File: src/rtl/core/olt_pkg.sv
// ----------------------------------------------------------------------------
// olt_pkg
// operation codes, status codes and the cell command type of the ordered list
// ----------------------------------------------------------------------------
package olt_pkg;

   // operation modes of a request transaction
   localparam logic [2:0] MODE_APPEND = 3'd0;
   localparam logic [2:0] MODE_INSERT = 3'd1;
   localparam logic [2:0] MODE_SORTED = 3'd2;
   localparam logic [2:0] MODE_DELETE = 3'd3;
   localparam logic [2:0] MODE_READ   = 3'd4;

   // response status
   localparam logic [1:0] ST_OK    = 2'd0;
   localparam logic [1:0] ST_FULL  = 2'd1;
   localparam logic [1:0] ST_RANGE = 2'd2;

   // cell commands
   localparam logic [2:0] CMD_HOLD    = 3'd0;
   localparam logic [2:0] CMD_MARK    = 3'd1;
   localparam logic [2:0] CMD_SHIFT   = 3'd2;
   localparam logic [2:0] CMD_INSERT  = 3'd3;
   localparam logic [2:0] CMD_COMPACT = 3'd4;

   typedef struct packed {
      logic [2:0]         op;
      logic               del_sel;  // mark matches (delete) instead of greater
      logic               parity;   // pair phase of the compaction sweep
      logic signed [31:0] value;
   } cmd_type;

endpackage

File: src/rtl/core/olt_cell.sv
// ----------------------------------------------------------------------------
// olt_cell
// one slot of the list: entry, hole flag for compaction, tap flag for the
// flag chain that drains toward slot zero
// ----------------------------------------------------------------------------
module olt_cell #(
   parameter int CAPACITY = 16,
   parameter int INDEX    = 0
) (
   input  logic                          clock,
   input  logic                          reset,
   input  olt_pkg::cmd_type              cmd,
   input  logic [$clog2(CAPACITY)-1:0]   at,
   input  logic [$clog2(CAPACITY+1)-1:0] count,
   input  logic signed [31:0]            prev_entry,
   input  logic                          prev_hole,
   input  logic signed [31:0]            next_entry,
   input  logic                          next_hole,
   input  logic                          next_tap,
   output logic signed [31:0]            entry,
   output logic                          hole,
   output logic                          tap
);

   localparam int IW = $clog2(CAPACITY);
   localparam int CW = $clog2(CAPACITY + 1);
   localparam logic [IW-1:0] IDX_AT  = IW'(INDEX);
   localparam logic [CW-1:0] IDX_CNT = CW'(INDEX);
   localparam logic          CELL_ODD = 1'(INDEX % 2);

   logic signed [31:0] entry_ff, entry_in;
   logic               hole_ff, hole_in;
   logic               tap_ff, tap_in;
   logic               in_use;
   logic               match;

   assign in_use = IDX_CNT < count;
   assign match  = entry_ff == cmd.value;

   always_comb begin
      entry_in = entry_ff;
      hole_in  = hole_ff;
      tap_in   = tap_ff;
      case (cmd.op)
         olt_pkg::CMD_MARK: begin
            tap_in  = in_use && (cmd.del_sel ? match : (entry_ff > cmd.value));
            hole_in = !in_use || match;
         end
         olt_pkg::CMD_SHIFT: begin
            tap_in = next_tap;
         end
         olt_pkg::CMD_INSERT: begin
            if (IDX_AT > at) begin
               entry_in = prev_entry;
            end else if (IDX_AT == at) begin
               entry_in = cmd.value;
            end
         end
         olt_pkg::CMD_COMPACT: begin
            tap_in = next_tap;
            // lower cell of a pair pulls a kept entry down over a hole
            if (CELL_ODD == cmd.parity) begin
               if (hole_ff && !next_hole) begin
                  entry_in = next_entry;
                  hole_in  = 1'b0;
               end
            end else begin
               if (prev_hole && !hole_ff) begin
                  entry_in = prev_entry;
                  hole_in  = 1'b1;
               end
            end
         end
         default: begin
         end
      endcase
   end

   always_ff @(posedge clock) begin
      entry_ff <= entry_in;
      if (reset) begin
         hole_ff <= 1'b1;
         tap_ff  <= 1'b0;
      end else begin
         hole_ff <= hole_in;
         tap_ff  <= tap_in;
      end
   end

   assign entry = entry_ff;
   assign hole  = hole_ff;
   assign tap   = tap_ff;

endmodule

File: src/rtl/core/ordered_list_table.sv
// sequence: append, positional insert and read pass one working state; a dropped
//   insert or unused mode goes straight to the response; sorted insert marks, scans
//   to the insert slot, then inserts; delete marks, then compacts over all cells
// ordering: one transaction in flight; the next request is taken only after
//   the response of the one before is registered
// reset: synchronous, clears the count and all control; entries keep garbage
// ----------------------------------------------------------------------------
// ordered_list_table
// bounded ordered list of signed 32-bit values held in a row of shift cells
// ----------------------------------------------------------------------------
module ordered_list_table #(
   parameter int CAPACITY = 16
) (
   input  logic               clock,
   input  logic               reset,
   // request channel
   input  logic               req_valid,
   output logic               req_stall,
   input  logic [2:0]         req_mode,
   input  logic signed [31:0] req_value,
   input  logic [7:0]         req_position,
   // response channel
   output logic               rsp_valid,
   input  logic               rsp_stall,
   output logic signed [31:0] rsp_read_value,
   output logic [4:0]         rsp_entry_count,
   output logic [4:0]         rsp_removed_count,
   output logic [1:0]         rsp_status
);

   localparam int IW = $clog2(CAPACITY);
   localparam int CW = $clog2(CAPACITY + 1);
   localparam logic [CW-1:0] CAP_CNT  = CW'(CAPACITY);
   localparam logic [CW-1:0] LAST_CNT = CW'(CAPACITY - 1);

   // sequencer states
   localparam logic [2:0] S_IDLE    = 3'd0;
   localparam logic [2:0] S_MARK    = 3'd1;
   localparam logic [2:0] S_SCAN    = 3'd2;
   localparam logic [2:0] S_INSERT  = 3'd3;
   localparam logic [2:0] S_COMPACT = 3'd4;
   localparam logic [2:0] S_READ    = 3'd5;
   localparam logic [2:0] S_DONE    = 3'd6;

   logic [2:0]         state_ff, state_in;
   logic [CW-1:0]      count_ff, count_in;     // fill count
   logic [CW-1:0]      step_ff, step_in;       // scan index / compaction phase
   logic [IW-1:0]      at_ff, at_in;           // insert slot
   logic [2:0]         mode_ff, mode_in;
   logic signed [31:0] value_ff, value_in;
   logic [7:0]         pos_ff, pos_in;

   // result being built for the current transaction
   logic signed [31:0] res_read_ff, res_read_in;
   logic [CW-1:0]      res_removed_ff, res_removed_in;
   logic [1:0]         res_status_ff, res_status_in;

   // response output register
   logic               rsp_valid_ff, rsp_valid_in;
   logic signed [31:0] rsp_read_ff, rsp_read_in;
   logic [4:0]         rsp_count_ff, rsp_count_in;
   logic [4:0]         rsp_removed_ff, rsp_removed_in;
   logic [1:0]         rsp_status_ff, rsp_status_in;

   olt_pkg::cmd_type   cmd;

   // cell row outputs
   logic signed [31:0] entry_w [CAPACITY];
   logic               hole_w  [CAPACITY];
   logic               tap_w   [CAPACITY];

   logic               req_take;
   logic               is_insert;
   logic               rsp_free;
   logic               read_hit;

   assign req_stall = state_ff != S_IDLE;
   assign req_take  = req_valid && !req_stall;
   assign is_insert = req_mode == olt_pkg::MODE_APPEND || req_mode == olt_pkg::MODE_INSERT
                      || req_mode == olt_pkg::MODE_SORTED;
   assign rsp_free  = !rsp_valid_ff || !rsp_stall;
   assign read_hit  = {1'b0, pos_ff} < 9'(count_ff);

   // ---------------------------------------------------------------- cell row
   // each cell sees its lower and upper neighbor; the ends are tied so that
   // no entry moves past the row and the flag chain drains zeros in at the top
   for (genvar i = 0; i < CAPACITY; i++) begin : g_cell
      logic signed [31:0] prev_entry, next_entry;
      logic               prev_hole, next_hole, next_tap;

      if (i == 0) begin : g_bottom
         assign prev_entry = '0;
         assign prev_hole  = 1'b0;
      end else begin : g_inner_lo
         assign prev_entry = entry_w[i-1];
         assign prev_hole  = hole_w[i-1];
      end

      if (i == CAPACITY - 1) begin : g_top
         assign next_entry = '0;
         assign next_hole  = 1'b1;
         assign next_tap   = 1'b0;
      end else begin : g_inner_hi
         assign next_entry = entry_w[i+1];
         assign next_hole  = hole_w[i+1];
         assign next_tap   = tap_w[i+1];
      end

      olt_cell #(
         .CAPACITY (CAPACITY),
         .INDEX    (i)
      ) u_cell (
         .clock      (clock),
         .reset      (reset),
         .cmd        (cmd),
         .at         (at_ff),
         .count      (count_ff),
         .prev_entry (prev_entry),
         .prev_hole  (prev_hole),
         .next_entry (next_entry),
         .next_hole  (next_hole),
         .next_tap   (next_tap),
         .entry      (entry_w[i]),
         .hole       (hole_w[i]),
         .tap        (tap_w[i])
      );
   end

   // --------------------------------------------------------------- sequencer
   always_comb begin
      state_in       = state_ff;
      count_in       = count_ff;
      step_in        = step_ff;
      at_in          = at_ff;
      mode_in        = mode_ff;
      value_in       = value_ff;
      pos_in         = pos_ff;
      res_read_in    = res_read_ff;
      res_removed_in = res_removed_ff;
      res_status_in  = res_status_ff;

      cmd.op      = olt_pkg::CMD_HOLD;
      cmd.del_sel = mode_ff == olt_pkg::MODE_DELETE;
      cmd.parity  = step_ff[0];
      cmd.value   = value_ff;

      // response register drains independently of the sequencer
      rsp_valid_in   = rsp_valid_ff && rsp_stall;
      rsp_read_in    = rsp_read_ff;
      rsp_count_in   = rsp_count_ff;
      rsp_removed_in = rsp_removed_ff;
      rsp_status_in  = rsp_status_ff;

      case (state_ff)
         S_IDLE: begin
            if (req_take) begin
               mode_in        = req_mode;
               value_in       = req_value;
               pos_in         = req_position;
               step_in        = '0;
               res_read_in    = '0;
               res_removed_in = '0;
               res_status_in  = olt_pkg::ST_OK;
               if (is_insert && count_ff >= CAP_CNT) begin
                  // full list, insert dropped
                  res_status_in = olt_pkg::ST_FULL;
                  state_in      = S_DONE;
               end else begin
                  case (req_mode)
                     olt_pkg::MODE_APPEND: begin
                        at_in    = count_ff[IW-1:0];
                        state_in = S_INSERT;
                     end
                     olt_pkg::MODE_INSERT: begin
                        // position clamps to the tail
                        if (req_position < 8'(count_ff)) begin
                           at_in = req_position[IW-1:0];
                        end else begin
                           at_in = count_ff[IW-1:0];
                        end
                        state_in = S_INSERT;
                     end
                     olt_pkg::MODE_SORTED: state_in = S_MARK;
                     olt_pkg::MODE_DELETE: state_in = S_MARK;
                     olt_pkg::MODE_READ:   state_in = S_READ;
                     default:              state_in = S_DONE;
                  endcase
               end
            end
         end

         S_MARK: begin
            // every cell compares against the value at once
            cmd.op   = olt_pkg::CMD_MARK;
            step_in  = '0;
            state_in = (mode_ff == olt_pkg::MODE_DELETE) ? S_COMPACT : S_SCAN;
         end

         S_SCAN: begin
            // greater-than flags drain into slot zero one per cycle; the
            // first greater entry, or the tail, is the insert slot
            if (tap_w[0] || step_ff == count_ff) begin
               at_in    = step_ff[IW-1:0];
               state_in = S_INSERT;
            end else begin
               cmd.op  = olt_pkg::CMD_SHIFT;
               step_in = step_ff + CW'(1);
            end
         end

         S_INSERT: begin
            // cells at and above the slot move up one place
            cmd.op   = olt_pkg::CMD_INSERT;
            count_in = count_ff + CW'(1);
            state_in = S_DONE;
         end

         S_COMPACT: begin
            // odd-even transposition of holes toward the top; match flags
            // drain into slot zero at the same time and are counted there
            cmd.op         = olt_pkg::CMD_COMPACT;
            res_removed_in = res_removed_ff + CW'(tap_w[0]);
            step_in        = step_ff + CW'(1);
            if (step_ff == LAST_CNT) begin
               count_in = count_ff - res_removed_ff - CW'(tap_w[0]);
               state_in = S_DONE;
            end
         end

         S_READ: begin
            if (read_hit) begin
               res_read_in = entry_w[pos_ff[IW-1:0]];
            end else begin
               res_status_in = olt_pkg::ST_RANGE;
            end
            state_in = S_DONE;
         end

         S_DONE: begin
            if (rsp_free) begin
               rsp_valid_in   = 1'b1;
               rsp_read_in    = res_read_ff;
               rsp_count_in   = 5'(count_ff);
               rsp_removed_in = 5'(res_removed_ff);
               rsp_status_in  = res_status_ff;
               state_in       = S_IDLE;
            end
         end

         default: begin
            state_in = S_IDLE;
         end
      endcase
   end

   always_ff @(posedge clock) begin
      if (reset) begin
         state_ff     <= S_IDLE;
         count_ff     <= '0;
         step_ff      <= '0;
         rsp_valid_ff <= 1'b0;
      end else begin
         state_ff     <= state_in;
         count_ff     <= count_in;
         step_ff      <= step_in;
         rsp_valid_ff <= rsp_valid_in;
      end
   end

   // transaction payload, no reset needed
   always_ff @(posedge clock) begin
      at_ff          <= at_in;
      mode_ff        <= mode_in;
      value_ff       <= value_in;
      pos_ff         <= pos_in;
      res_read_ff    <= res_read_in;
      res_removed_ff <= res_removed_in;
      res_status_ff  <= res_status_in;
      rsp_read_ff    <= rsp_read_in;
      rsp_count_ff   <= rsp_count_in;
      rsp_removed_ff <= rsp_removed_in;
      rsp_status_ff  <= rsp_status_in;
   end

   assign rsp_valid         = rsp_valid_ff;
   assign rsp_read_value    = rsp_read_ff;
   assign rsp_entry_count   = rsp_count_ff;
   assign rsp_removed_count = rsp_removed_ff;
   assign rsp_status        = rsp_status_ff;

endmodule

File: config.mk
export PLATFORM = sky130hd
export DESIGN_NAME = ordered_list_table
export DESIGN_NICKNAME = d
export VERILOG_FILES = /design/src/rtl/core/olt_pkg.sv /design/src/rtl/core/olt_cell.sv /design/src/rtl/core/ordered_list_table.sv
export SDC_FILE = /design/constraint.sdc
export NUM_CORES = 2
export LEC_CHECK = 0
export BUFFER_PORTS_ARGS = -buffer_cell sky130_fd_sc_hd__buf_2
export CAP_MARGIN = 20
export CORE_MARGIN = 5
export CORE_UTILIZATION = 60
export CTS_BUF_LIST = sky130_fd_sc_hd__clkbuf_4 sky130_fd_sc_hd__clkbuf_8
export DETAILED_ROUTE_END_ITERATION = 12
export PLACE_DENSITY_LB_ADDON = 0.2
export RECOVER_POWER = 25
export SLEW_MARGIN = 15
export SYNTH_ARGS = -nofsm -noshare
export SYNTH_HDL_FRONTEND = slang
export SYNTH_SLANG_ARGS = --single-unit
File: constraint.sdc
create_clock -name clock -period 5.7 [get_ports clock]
set_clock_uncertainty 0.05 [all_clocks]
set_input_delay 1.425 -clock clock [delete_from_list [all_inputs] [get_ports clock]]
set_output_delay 1.425 -clock clock [all_outputs]
set_load 0.01 [all_outputs]
# Word level (Yosys, flattened, before mapping)
# Cells that the tools add are included.
[op_classes]
add_sub_neg = 5
n_mul = 0
n_div = 0
n_lt_le_gt_ge = 52
n_eq_ne = 91
n_shift = 0
muxes = 222
bitwise = 1
n_reduce_logical = 145
[op_table]
columns = ["operator", "count"]
rows = [
  ["$mux W32", 82],
  ["$pmux W32 S2", 17],
  ["$eq A32 B32 Y1", 16],
  ["$gt A32 B32 Y1", 16],
  ["$bmux W32 S4", 1],
  ["$reduce_and A4 Y1", 17],
  ["$mux W1", 65],
  ["$pmux W1 S2", 32],
  ["$reduce_and A3 Y1", 19],
  ["$ne A3 B1 Y1 const B", 16],
  ["$ne A3 B2 Y1 const B", 15],
  ["$lt A4 B5 Y1 const A", 8],
  ["$logic_and A1 B1 Y1", 34],
  ["$logic_not A1 Y1", 34],
  ["$eq A4 B4 Y1 const A", 8],
  ["$gt A4 B4 Y1 const A", 8],
  ["$eq A3 B2 Y1 const B", 7],
  ["$logic_or A1 B1 Y1", 20],
  ["$lt A3 B5 Y1 const A", 4],
  ["$pmux W5 S2", 2],
  ["$pmux W5 S4", 1],
  ["$mux W3", 6],
  ["$ne A2 B2 Y1 const B", 9],
  ["$pmux W3 S6", 1],
  ["36 further kinds", 78],
]
[totals]
reg_bits = 688
latchBits = 0
mem_bits_rw = 0
romBits = 0
input_bits = 47
output_inout_bits = 46
wordCells = 579
memories = 0

# Logic depth before layout (Yosys ltp)
[logic_depth]
ltp_word = 7
depth_mapped = 10

# Hierarchy
# From an unflattened synthesis, not the netlist that was laid out.
[hier_totals]
hier_cells = 5089
area_unflattened_um2 = 50388.3
[by_module_without_submodules]
columns = ["mod", "instances", "cells_per_inst", "area_each_um2", "seq_area_each_um2"]
rows = [
  ["ordered_list_table", 1, 614, 9400.3, 4184.0],
  ["olt_cell (g_cell[0].u_cell)", 1, 291, 2711.4, 1001.0],
  ["olt_cell (g_cell[15].u_cell)", 1, 265, 2621.3, 1001.0],
  ["olt_cell (g_cell[9].u_cell)", 1, 295, 2575.0, 1001.0],
  ["olt_cell (g_cell[10].u_cell)", 1, 293, 2568.7, 1001.0],
  ["olt_cell (g_cell[14].u_cell)", 1, 295, 2567.5, 1001.0],
  ["olt_cell (g_cell[13].u_cell)", 1, 293, 2562.5, 1001.0],
  ["olt_cell (g_cell[6].u_cell)", 1, 261, 2555.0, 1001.0],
  ["olt_cell (g_cell[11].u_cell)", 1, 292, 2553.7, 1001.0],
  ["olt_cell (g_cell[12].u_cell)", 1, 297, 2549.9, 1001.0],
  ["olt_cell (g_cell[8].u_cell)", 1, 297, 2547.4, 1001.0],
  ["olt_cell (g_cell[5].u_cell)", 1, 258, 2539.9, 1001.0],
  ["olt_cell (g_cell[7].u_cell)", 1, 261, 2539.9, 1001.0],
  ["olt_cell (g_cell[2].u_cell)", 1, 264, 2538.7, 1001.0],
  ["3 more rows", "-", "-", "-", "-"],
]

# Worst setup path after synthesis
# No wires, ideal clock.
[synth_timing]
path_kind = "register -> register"
from = "register state_ff[1]"
to = "register g_cell[7].u_cell.entry_ff[0] (enable)"
setup_time_ns = 0.474
arrival_ns = 3.744
path_slack_ns = 1.431
stages_incl_launch_ff = 8
synth_period_minus_slack_ns = 4.269
cell_sequence = "dfxtp_1 buf_2 nand2_1 or2_2 clkbuf_1 nand2_1 o21ai_0 a221oi_1"
[synth_between]
elab_chain_len = 5
word_cells_on_any_way = 12
[synth_lines]
columns = ["item", "line", "text"]
rows = [
  ["start: declaration", "ordered_list_table.sv:45", "logic [2:0] state_ff, state_in;"],
  ["start signal: assignment", "ordered_list_table.sv:263", "state_ff <= state_in;"],
  ["$eq A3 B3 Y1, or another cell as far along", "ordered_list_table.sv:154", "case (state_ff)"],
  ["$pmux W3 S4 (*)", "ordered_list_table.sv:154", ""],
  ["$eq A3 B2 Y1 or $eq A3 B3 Y1 (tied branches)", "olt_cell.sv:44", "case (cmd.op)"],
  ["$ne A3 B1 Y1 (no line), or another cell as far along", "-", ""],
  ["$reduce_and A4 Y1 (no line) (*)", "-", ""],
  ["end signal: assignment", "olt_cell.sv:80", "entry_ff <= entry_in;"],
  ["end: declaration", "olt_cell.sv:31", "logic signed [31:0] entry_ff, entry_in;"],
]
# Mark *: on every way between the ends. The rest lies on a longest branch, timed or not.
# A chain may end at the register's enable or synchronous reset.

# Worst setup path after layout
[layout_timing]
from = "register state_ff[1]"
to = "register g_cell[4].u_cell.entry_ff[4] (data pin)"
[layout_between]
elab_chain_len = 4
word_cells_on_any_way = 8
[layout_lines]
columns = ["item", "line"]
rows = [
  ["$eq A3 B3 Y1, or another cell as far along", "ordered_list_table.sv:154"],
  ["$pmux W3 S4 (*)", "ordered_list_table.sv:154"],
  ["$eq A3 B3 Y1 or $eq A3 B2 Y1 (tied branches)", "olt_cell.sv:44"],
  ["$pmux W32 S2 (*)", "olt_cell.sv:44"],
  ["via g_cell[4].u_cell.entry_in[4]", "olt_cell.sv:31"],
  ["end signal: assignment", "olt_cell.sv:80"],
  ["end: declaration", "olt_cell.sv:31"],
]
# Mark *: on every way through the listed nets, which the timed path passes. The rest lies on a longest branch.

==> flow_metrics.env <==
export IMPL_status="complete, but fails checks"
export IMPL_failed_checks="max-capacitance violations, max-slew violations"
export IMPL_start_util=0.6054
export IMPL_grt_pass1_vias=37870
export IMPL_port_buffers=92
export IMPL_post_route_util=0.6579
export IMPL_drc=0
export IMPL_cp_data_arrival_time_ns=5.47
export IMPL_cts_buffer_depth=3
export IMPL_drt_iter0_markers=6975
export IMPL_max_freq_ghz=0.2007
export IMPL_die_w_microns=287.1
export IMPL_synth_top_family_by_area="compound AO/OA/AOI/OAI gates"
export IMPL_synth_xor_area_share=0.004944
export IMPL_busiest_layer="met2"
export IMPL_cts_made_buffers=120
export IMPL_slew_headroom=-0.7705
export IMPL_tns_ns=0
export IMPL_gp_congestion=1.047
export IMPL_grt_pass1_wl_microns=253400
export IMPL_hold_viol=0
export IMPL_end_kind="flip-flop"
export IMPL_yosys_area_share_simple=0.1351
export IMPL_period_share=0.8742
export IMPL_p_per_area_nw_per_um2=592.3
export IMPL_ant_nets=0
export IMPL_syn_inst=4350
export IMPL_yosysMostFrequentCell="edfxtp_1"
export IMPL_ys_types=78
export IMPL_synth_edf_count=642
export IMPL_path_cells="nor2_1 > nand2_1 > clkbuf_1 > nand2_1 > buf_4 > o22ai_1 > nor2_1"
export IMPL_grt_total_usage=0.4148
export IMPL_die_h_microns=287.1
export IMPL_synth_area_sq_um=46060
export IMPL_synth_area_per_cell_sq_um=10.59
export IMPL_final_nets=4974
export IMPL_synth_compound_area_frac=0.1572
export IMPL_viasPerCell=7.278
export IMPL_finalSetupViolCount=0
export IMPL_synthMuxAreaShare=0.08669
export IMPL_rrSetupSlack_ns=0.72
export IMPL_holdPathStages=0
export IMPL_crit_fanout=35
export IMPL_cts_sinks=688
export IMPL_ir_drop_v=0.0004762
export IMPL_drive_gt1_frac=0.1210
export IMPL_ys_ff_latch=688
export IMPL_dp_hpwl_microns=125100
export IMPL_critPathBufInv=2
export IMPL_synthAdderAreaFrac=0.1448
export IMPL_worstMarginPinSlew_ns=2.656
export IMPL_p_leak_nw=19.82
export IMPL_drv_slew=287
export IMPL_clkLatencyLatePin_ns=0.80
export IMPL_hold_end="rsp_read_value[25]"
export IMPL_synthTopCellsByArea="edfxtp_1 (42%), ha_1 (14%), mux4_2 (7.8%)"
export IMPL_dr_pass1_iters=10
export IMPL_grt_max_degree=130
export IMPL_min_period_ns=4.983
export IMPL_gr_total_overflow=0
export IMPL_core_area_sq_um=76080
export IMPL_antenna_found_initial=8
export IMPL_crit_path_start_kind="flip-flop"
export IMPL_groute_layer_met3_usage=0.1715
export IMPL_r2r_start="state_ff[1]"
export IMPL_synth_sequential_area_ratio=0.4386
export IMPL_clk_pin_slew_ns=0.06
export IMPL_cts_setup_buffers=0
export IMPL_fp_dieArea_sq_um=82400
export IMPL_power_total_mw=29.65
export IMPL_worstSetupPathType="flip-flop to flip-flop"
export IMPL_cp_top_family="buffers and inverters"
export IMPL_via_count=40180
export IMPL_rows=101
export IMPL_hold_path_class="flip-flop to flip-flop"
export IMPL_slowest_delay_ns=1.54
export IMPL_syn_nets=4929
export IMPL_syn_to_final_growth_pct=8.671
export IMPL_post_cts_resize_count=0
export IMPL_routed_wirelength_microns=175400
export IMPL_synth_top_area_share=0.4186
export IMPL_timing_rr_end="g_cell[4].u_cell.entry[4]"
export IMPL_cts_tree="done"
export IMPL_reg2reg_depth=7
export IMPL_grt_use_met2=0.5857
export IMPL_ioPinCount=93
export IMPL_ctsHtreeMaxLevel=3
export IMPL_max_cap_violations=6
export IMPL_synth_common_cells="edfxtp_1 (642), nand2_1 (611), ha_1 (530)"
export IMPL_synth_area_leader_cell="edfxtp_1"
export IMPL_cp_slowest_cell="clkbuf_1"
export IMPL_synth_warnings=0
export IMPL_rsz0062_at_grt="no"
export IMPL_cts_root_buf="clkbuf_8"
export IMPL_async_flop_share=0
export IMPL_ctsHoldBuffers=0
export IMPL_wl_per_cell_microns=31.77
export IMPL_met1_usage=0.5586
export IMPL_synthFlopType="edfxtp_1"
export IMPL_worstHoldStart="res_read_ff[25]"
export IMPL_cp_required_ns=6.19
## kinds of logic (layout without fill, tap and decap cells)
family / Yosys count / in the layout
adders and majority gates: 532 / 532
buffers and inverters: 378 / 517
AOI/OAI and AO/OA: 1095 / 1095
muxes: 195 / 195
DFF: 688 / 688
other: 0 / 2
xor gates and xnor gates: 26 / 26
and+or+nand+nor: 1436 / 1436
## how the worst max path moves through the flow
stage / cells after the start / endpoint / from
3_5_place_dp: 8 / g_cell[14].u_cell.tap / value_ff[26]
2_1_floorplan: 7 / g_cell[7].u_cell.entry[0] / state_ff[1]
3_3_place_gp: 9 / g_cell[15].u_cell.tap / value_ff[21]
4_1_cts: 8 / g_cell[14].u_cell.tap / value_ff[27]
6_report: 7 / g_cell[4].u_cell.entry[4] / state_ff[1]
5_1_grt: 7 / g_cell[4].u_cell.entry[4] / state_ff[1]
## layout by cell type (no fill, tap or decap), drive strengths merged, types with 9 or more instances in the layout
cell,n
a211oi,9
a21o,97
a21oi,244
a221oi,33
a222oi,32
a22oi,214
and2,40
and3,9
and4,13
buf,109
clkbuf,225
clkinv,52
dfxtp,46
edfxtp,642
ha,530
inv,124
mux2,31
mux4,160
nand2,611
nand2b,13
nand3,41
nand4,96
nor2,489
nor2b,19
nor3,36
nor4,22
o211ai,31
o21a,10
o21ai,133
o22ai,218
or3,12
xnor2,18
## where the power goes
part           internal (mW)  leakage [nW]  switching [mW]
registers               8.21          6.28            1.90
logic                   4.99          12.3            9.90
clock network           2.39          1.24            2.26
## flip-flops by register name, summed over array words and instances, names as in the netlist
signal and flops:
rsp_read_value 32, step_ff 5, value_ff 32, g_cell.u_cell.hole 16
g_cell.u_cell.tap 16, g_cell.u_cell.entry 512, res_removed_ff 5, at_ff 4
rsp_status 2, rsp_removed_count 5, state_ff 3, res_status_ff 2
rsp_valid 1, rsp_entry_count 5, count_ff 5, mode_ff 3
res_read_ff 32, pos_ff 8
## final cells by class
type | count | area (sq um)
fillers | 6148 | 26020
multi-input cells | 3284 | 24660
flip-flops and latches | 688 | 20200
clock buffers | 152 | 1911
well taps | 1030 | 1289
repair buffers | 182 | 1092
clock inverters | 64 | 447.9
inverters | 119 | 446.7
diodes | 2 | 5.005
## layer usage
metal  wire [microns]  vias up
met5               58        -
met4            10680        8
met2            71480     3573
met1            62930    19040
li1                 -    16890
met3            30260      668
## stage by stage
step                hold WS (ns)  cell area [sq um]  setup WS (ns)  std cells
floorplan                 0.3503              46060          1.431       4350
global placement          0.3501              47750         0.3981       5298
detailed placement        0.3545              47780          1.379       5300
CTS                       0.3703              50140          1.350       5516
global route              0.3732              50050         0.7508       5520
finish                    0.3686              50050         0.7169       5521
No activity file was read; power rests on OpenSTA's default activity.
